===== src/rtl/srt_pkg.sv =====
// Shared widths, codes and helper functions for the sequential ratio test.
// No dependencies; imported by srt_div and sequential_ratio_test.
package srt_pkg;

  // Datapath sizes.
  localparam int COUNT_BITS    = 32;
  localparam int SUM_BITS      = 48;
  localparam int FRACTION_BITS = 16;

  // Register field widths.
  localparam int STEP_BITS  = 24;
  localparam int THR_BITS   = 23;
  localparam int BOUND_BITS = 32;
  localparam int CFG_IDX_W  = 3;
  localparam int CFG_DATA_W = 32;

  // Stream widths.
  localparam int IN_DATA_W     = 8;
  localparam int IN_USER_W     = 1;
  localparam int OUT_FIELDS_W  = 2 + 2 * COUNT_BITS + FRACTION_BITS + 1;
  localparam int OUT_DATA_W    = ((OUT_FIELDS_W + 7) / 8) * 8;

  // Input operation codes.
  localparam logic OP_TRIAL = 1'b0;
  localparam logic OP_CLEAR = 1'b1;

  // Register indexes on the configuration channel.
  typedef enum logic [CFG_IDX_W-1:0] {
    CFG_MODE          = 3'd0,
    CFG_SUCCESS_STEP  = 3'd1,
    CFG_FAILURE_STEP  = 3'd2,
    CFG_LOG_THRESHOLD = 3'd3,
    CFG_SAMPLE_BOUND  = 3'd4
  } cfg_reg_e;

  // Test outcome reported as status.
  typedef enum logic [1:0] {
    VERDICT_RUN    = 2'd0,
    VERDICT_ACCEPT = 2'd1,
    VERDICT_REJECT = 2'd2,
    VERDICT_EST    = 2'd3
  } verdict_e;

  // Divider status towards the controller.
  typedef struct packed {
    logic busy;
    logic done;
  } div_stat_t;

  // Low bits of the sample bound, in the width of the trial counter.
  function automatic logic [COUNT_BITS-1:0] bound_low(input logic [BOUND_BITS-1:0] b);
    logic [63:0] w;
    w = 64'(b);
    return w[COUNT_BITS-1:0];
  endfunction

  // True when the bound lies beyond what the trial counter can reach.
  function automatic logic bound_over(input logic [BOUND_BITS-1:0] b);
    logic [63:0] w;
    w = 64'(b);
    return |(w >> COUNT_BITS);
  endfunction

endpackage


===== src/rtl/srt_div.sv =====
// Bit-serial restoring divider giving floor(x * 2^FRACTION_BITS / n) for x <= n.
// Depends on srt_pkg for widths and the status struct.
module srt_div import srt_pkg::*; (
  input  logic                     clk_i,
  input  logic                     rst_ni,
  input  logic                     start_i,
  input  logic [COUNT_BITS-1:0]    dividend_i,
  input  logic [COUNT_BITS-1:0]    divisor_i,
  output div_stat_t                stat_o,
  output logic [FRACTION_BITS:0]   quotient_o
);

  localparam int DBIT_W = $clog2(COUNT_BITS + 1);
  localparam int ITER_W = $clog2(FRACTION_BITS + 1);

  logic                    busy_q, busy_d;
  logic                    done_q, done_d;
  logic [DBIT_W-1:0]       bit_q, bit_d;
  logic [ITER_W-1:0]       iter_q, iter_d;
  logic                    bw_q, bw_d;
  logic [COUNT_BITS:0]     rem_q, rem_d;
  logic [COUNT_BITS:0]     dif_q, dif_d;
  logic [COUNT_BITS:0]     dvs_q, dvs_d;
  logic [FRACTION_BITS:0]  quo_q, quo_d;

  logic                    r_bit, d_bit, df_bit, bw_nxt, ge;
  logic [COUNT_BITS:0]     rem_rot, dif_new, rem_nxt;

  // One bit of the trial subtraction per cycle, least significant first.
  assign r_bit   = rem_q[0];
  assign d_bit   = dvs_q[0];
  assign df_bit  = r_bit ^ d_bit ^ bw_q;
  assign bw_nxt  = (~r_bit & d_bit) | (~(r_bit ^ d_bit) & bw_q);
  assign rem_rot = {r_bit, rem_q[COUNT_BITS:1]};
  assign dif_new = {df_bit, dif_q[COUNT_BITS:1]};
  assign ge      = ~bw_nxt;
  assign rem_nxt = ge ? dif_new : rem_rot;

  // Sequencing of bits within a pass and passes within a division.
  always_comb begin
    busy_d = busy_q;
    done_d = 1'b0;
    bit_d  = bit_q;
    iter_d = iter_q;
    bw_d   = bw_q;
    rem_d  = rem_q;
    dif_d  = dif_q;
    dvs_d  = dvs_q;
    quo_d  = quo_q;
    if (start_i) begin
      busy_d = 1'b1;
      bit_d  = '0;
      iter_d = '0;
      bw_d   = 1'b0;
      rem_d  = {1'b0, dividend_i};
      dvs_d  = {1'b0, divisor_i};
    end else if (busy_q) begin
      if (bit_q == DBIT_W'(COUNT_BITS)) begin
        // End of a pass: keep the difference if no borrow, then double.
        rem_d = {rem_nxt[COUNT_BITS-1:0], 1'b0};
        dvs_d = {1'b0, divisor_i};
        bw_d  = 1'b0;
        bit_d = '0;
        quo_d = {quo_q[FRACTION_BITS-1:0], ge};
        if (iter_q == ITER_W'(FRACTION_BITS)) begin
          busy_d = 1'b0;
          done_d = 1'b1;
        end else begin
          iter_d = iter_q + 1'b1;
        end
      end else begin
        rem_d = rem_rot;
        dif_d = dif_new;
        dvs_d = {1'b0, dvs_q[COUNT_BITS:1]};
        bw_d  = bw_nxt;
        bit_d = bit_q + 1'b1;
      end
    end
  end

  // Control state with reset.
  always_ff @(posedge clk_i or negedge rst_ni) begin
    if (!rst_ni) begin
      busy_q <= 1'b0;
      done_q <= 1'b0;
      bit_q  <= '0;
      iter_q <= '0;
    end else begin
      busy_q <= busy_d;
      done_q <= done_d;
      bit_q  <= bit_d;
      iter_q <= iter_d;
    end
  end

  // Datapath shift registers.
  always_ff @(posedge clk_i) begin
    bw_q  <= bw_d;
    rem_q <= rem_d;
    dif_q <= dif_d;
    dvs_q <= dvs_d;
    quo_q <= quo_d;
  end

  assign stat_o.busy = busy_q;
  assign stat_o.done = done_q;
  assign quotient_o  = quo_q;

endmodule


===== config.mk =====
export PLATFORM = sky130hd
export DESIGN_NAME = srt_div
export DESIGN_NICKNAME = d
export VERILOG_FILES = /design/src/rtl/srt_pkg.sv /design/src/rtl/srt_div.sv
export SDC_FILE = /design/constraint.sdc
export NUM_CORES = 1
export LEC_CHECK = 0
export BUFFER_PORTS_ARGS = -buffer_cell sky130_fd_sc_hd__buf_4
export CORE_MARGIN = 2
export CORE_UTILIZATION = 57
export CTS_CLUSTER_DIAMETER = 100
export DETAILED_ROUTE_END_ITERATION = 16
export PLACE_DENSITY = 0.8
export RECOVER_POWER = 50
export SYNTH_ARGS = -nofsm -noshare
export SYNTH_HDL_FRONTEND = slang
export SYNTH_SLANG_ARGS = --single-unit

===== constraint.sdc =====
create_clock -name clk_i -period 5.3 [get_ports clk_i]
set_input_delay 0 -clock clk_i [delete_from_list [all_inputs] [get_ports clk_i]]
set_output_delay 0 -clock clk_i [all_outputs]
set_load 0.02 [all_outputs]

==> metrics.json <==
{
  "outcome": {"value": "finished, violations left"},
  "violations": {"value": "max-capacitance violations, max-slew violations"},
  "fmax": {"value": 0.263, "unit": "GHz"},
  "power_report.internal_total": {"value": 2.06, "unit": "mW"},
  "timing.critical_path.buf_inv": {"value": 3},
  "final_min_period_over_clock_period": {"value": 71.8, "unit": "%"},
  "synthArstFlopShare": {"value": 10.2, "unit": "%"},
  "final.min_clock_period": {"value": 3800, "unit": "ps"},
  "yosysWarningCount": {"value": 0},
  "hold_path_end": {"value": "bit_q[3]"},
  "irDropWorstVdd": {"value": 0.232, "unit": "mV"},
  "wl_per_cell": {"value": 17.9, "unit": "um"},
  "drt_pass1_iterations": {"value": 5},
  "synth-edff-count": {"value": 113},
  "netlist.top_cell.by_area": {"value": "sky130_fd_sc_hd__edfxtp_1"},
  "syn-mean-instance-area": {"value": 14.1, "unit": "sq um"},
  "number_of_antenna_violating_nets_in_the_routed_design": {"value": 0},
  "detailed_place_hpwl": {"value": 6480, "unit": "um"},
  "numCtsBuffers": {"value": 17},
  "worstHoldStart": {"value": "start_i"},
  "grt_start_max_net_pins": {"value": 119},
  "power.share.combinational": {"value": 7.6, "unit": "%"},
  "number_of_design_rule_violations_left_after_detail_routing": {"value": 0},
  "overflow": {"value": 0},
  "clk_network_pwr_share": {"value": 46.7, "unit": "%"},
  "dieWidth": {"value": 103, "unit": "um"},
  "min_path_type": {"value": "in2reg"},
  "clk_transition_reported_paths": {"value": 60, "unit": "ps"},
  "ys_ff_latch": {"value": 128},
  "synth-seq-area-share": {"value": 67.4, "unit": "%"},
  "clk_latency": {"value": 510, "unit": "ps"},
  "clock_root_buffer": {"value": "sky130_fd_sc_hd__clkbuf_8"},
  "grt_pass1_vias": {"value": 3844},
  "max_slew.worst_pin.slew": {"value": 2180, "unit": "ps"},
  "maxCapViolations": {"value": 3},
  "rsz0062_at_grt": {"value": "no"},
  "timing.final.setup_violations": {"value": 0},
  "reg2reg_setup_slack": {"value": 1500, "unit": "ps"},
  "synthMostInstantiatedCell": {"value": "sky130_fd_sc_hd__edfxtp_1"},
  "top_cells_by_area_in_the_synthesized_netlist": {"value": "sky130_fd_sc_hd__edfxtp_1 61%, sky130_fd_sc_hd__mux2_2 6.5%, sky130_fd_sc_hd__dfrtp_1 5.8%"},
  "crit_path_top_cell_by_count": {"value": "sky130_fd_sc_hd__clkbuf_1"},
  "post_synth_instance_area": {"value": 5580, "unit": "sq um"},
  "p_switching": {"value": 0.571, "unit": "mW"},
  "wire_length_of_the_first_global_routing_pass": {"value": 18700, "unit": "um"},
  "synth_cells": {"value": 397},
  "cts.sinks": {"value": 128},
  "vias": {"value": 3867},
  "total_leakage_power": {"value": 2.84, "unit": "nW"},
  "worst_hold_path.num_cells": {"value": 2},
  "start_util": {"value": 57.9, "unit": "%"},
  "die_y": {"value": 103, "unit": "um"},
  "cpMaxStageDelayCell": {"value": "sky130_fd_sc_hd__clkbuf_1"},
  "r2r-start": {"value": "bit_q[0]"},
  "timing.reg2reg.worst_path_depth": {"value": 7},
  "core": {"value": 9640, "unit": "sq um"},
  "totalNegativeSetupSlack": {"value": 0, "unit": "ps"},
  "reg2reg_to": {"value": "rem_q[27]"},
  "critPathCaptureType": {"value": "register"},
  "drt-initial-drc-count": {"value": 406},
  "critPathLaunchType": {"value": "register"},
  "instances_no_fill": {"value": 686},
  "hold_viol_final": {"value": 0},
  "cell_pwr_density": {"value": 351, "unit": "nW/um^2"},
  "totalWireLength": {"value": 12300, "unit": "um"},
  "drive_gt1_share": {"value": 25.0, "unit": "%"},
  "report.final.slew_viol_count": {"value": 104},
  "grtUsageTotal": {"value": 23.8, "unit": "%"},
  "route.detailed.vias_per_inst": {"value": 5.64},
  "critPathTopFamily": {"value": "buffers and inverters"},
  "arrival": {"value": 3790, "unit": "ps"},
  "netSwitchingFraction": {"value": 21.7, "unit": "%"},
  "timing.setup.critical_path_class": {"value": "reg2reg"},
  "place.port_buffers": {"value": 85},
  "synth_top_area_share": {"value": 60.8, "unit": "%"},
  "placed_cells_incl_taps": {"value": 588},
  "fin_nets": {"value": 612},
  "netlist-cell-type-count": {"value": 42},
  "ctsHtreeMaxLevel": {"value": 4},
  "skew": {"value": 9.76, "unit": "ps"},
  "die_area": {"value": 10600, "unit": "sq um"},
  "global_placer_s_final_weighted_congestion": {"value": 0.861},
  "dominantRegCellSynth": {"value": "sky130_fd_sc_hd__edfxtp_1"},
  "tritoncts": {"value": "done"},
  "synth_common_cells": {"value": "113 x sky130_fd_sc_hd__edfxtp_1, 40 x sky130_fd_sc_hd__inv_1, 38 x sky130_fd_sc_hd__nand2_1, 32 x sky130_fd_sc_hd__mux2_2, 32 x sky130_fd_sc_hd__nand4b_1"},
  "required_arrival_time_at_the_worst_endpoint": {"value": 5280, "unit": "ps"},
  "placementRows": {"value": 36},
  "synth.net_count": {"value": 469},
  "number_of_antenna_violations_at_the_first_check_in_global_routing": {"value": 0},
  "ios": {"value": 86},
  "cp_cell_sequence": {"value": "inv_1 -> ha_1 -> nor3b_1 -> clkbuf_1 -> nand3_1 -> a21o_1 -> clkbuf_1"},
  "syn_to_final_growth": {"value": 34.1, "unit": "%"},
  "cts_max_path_buffers": {"value": 2},
  "slew_headroom": {"value": -45.6, "unit": "%"},
  "critical-path-max-stage-delay": {"value": 1240, "unit": "ps"},
  "share_seq_of_total_power": {"value": 45.7, "unit": "%"},
  "worstPathMaxFanout": {"value": 37},
  "antennaDiodeCount": {"value": 0}
}
[through the flow]
step           utilization, %  power (mW)  setup WS (ps)  instance area, sq um  hold WS, ps
2_1_floorplan               -        1.31           1510                  5580         -296
3_3_place_gp             65.4        1.37           2710                  6300         -148
3_5_place_dp             65.4        1.38           2560                  6300         -144
4_1_cts                  78.7        2.64           2510                  7580          141
5_1_grt                  77.6        2.71           1210                  7480          184
6_report                 77.6        2.63           1500                  7480          159
[worst max-delay path by stage]
stage              from        end  cells past startpoint
2_1_floorplan  bit_q[0]  dif_q[10]                      6
3_3_place_gp   bit_q[0]  dif_q[13]                      6
3_5_place_dp   bit_q[0]  dif_q[14]                      6
4_1_cts        bit_q[0]   dif_q[2]                      6
5_1_grt        bit_q[0]  rem_q[28]                      7
6_report       bit_q[0]  rem_q[27]                      7
[worst register-to-register path, cell delays in order, from the launching register on]
cell,delay [ps]
sky130_fd_sc_hd__dfrtp_1,420
sky130_fd_sc_hd__inv_1,120
sky130_fd_sc_hd__ha_1,180
sky130_fd_sc_hd__nor3b_1,190
sky130_fd_sc_hd__clkbuf_1,1240
sky130_fd_sc_hd__nand3_1,170
sky130_fd_sc_hd__a21o_1,230
sky130_fd_sc_hd__clkbuf_1,710
[placed cells by master, fill, tap and decap left out, types with 3 or more instances in the layout]
cell / count
sky130_fd_sc_hd__inv_6: 4
sky130_fd_sc_hd__mux2_2: 32
sky130_fd_sc_hd__nand3_1: 5
sky130_fd_sc_hd__clkinvlp_4: 3
sky130_fd_sc_hd__clkbuf_1: 22
sky130_fd_sc_hd__nand2_1: 38
sky130_fd_sc_hd__dfrtp_1: 13
sky130_fd_sc_hd__inv_1: 40
sky130_fd_sc_hd__nor2_1: 6
sky130_fd_sc_hd__o311ai_0: 31
sky130_fd_sc_hd__edfxtp_1: 113
sky130_fd_sc_hd__nand4_1: 3
sky130_fd_sc_hd__nand4b_1: 32
sky130_fd_sc_hd__o211ai_1: 3
sky130_fd_sc_hd__clkbuf_16: 16
sky130_fd_sc_hd__a21oi_1: 8
sky130_fd_sc_hd__dlygate4sd3_1: 66
sky130_fd_sc_hd__or4_1: 3
sky130_fd_sc_hd__buf_4: 68
sky130_fd_sc_hd__ha_1: 4
sky130_fd_sc_hd__bufinv_16: 4
sky130_fd_sc_hd__nand2b_1: 4
[power groups by stage]
stage	Clock [mW]	Combinational (mW)	Sequential, mW
5_1_grt	1.28	0.217	1.21
3_5_place_dp	0	0.157	1.22
6_report	1.23	0.200	1.20
4_1_cts	1.23	0.199	1.20
2_1_floorplan	0	0.0980	1.21
3_3_place_gp	0	0.148	1.22
[per-layer routing]
metal  routed length, um  vias up  track usage, %
met5                   0        -               0
met4                 201        0            8.40
met3                 722       24            6.64
met2                6320      178            39.9
met1                5040     1872            29.8
li1                    -     1793               -
[sequential cells by signal, summed over array words and instances, names as in the netlist]
register,count
busy_q,1
dvs_q,32
rem_q,33
dif_q,32
bw_q,1
quotient_o,17
bit_q,6
done_q,1
iter_q,5
[logic make-up after synthesis]
logic type | Yosys count | synth area share, %
DFF | 128 | 67.4
and+or+nand+nor | 102 | 11.3
buffers and inverters | 72 | 5.22
AOI/OAI and AO/OA | 54 | 7.67
muxes | 34 | 6.84
adders and majority gates | 5 | 1.26
xor gates and xnor gates | 2 | 0.314
[what timing repair did]
action	CTS	global route
gates resized for setup	0	0
setup buffers	0	0
hold buffers	66	0
endpoints found under the setup margin	0	0
hold endpoints to repair	77	0
[final cells by class]
| class | count | area, sq um |
|---|---|---|
| Clock buffer | 18 | 418 |
| Clock inverter | 14 | 203 |
| Fill cell | 556 | 2160 |
| Inverter | 40 | 150 |
| Multi-Input combinational cell | 197 | 1530 |
| Sequential cell | 128 | 3760 |
| Tap cell | 133 | 166 |
| Timing Repair Buffer | 156 | 1260 |
No activity file was read; power rests on OpenSTA's default activity.
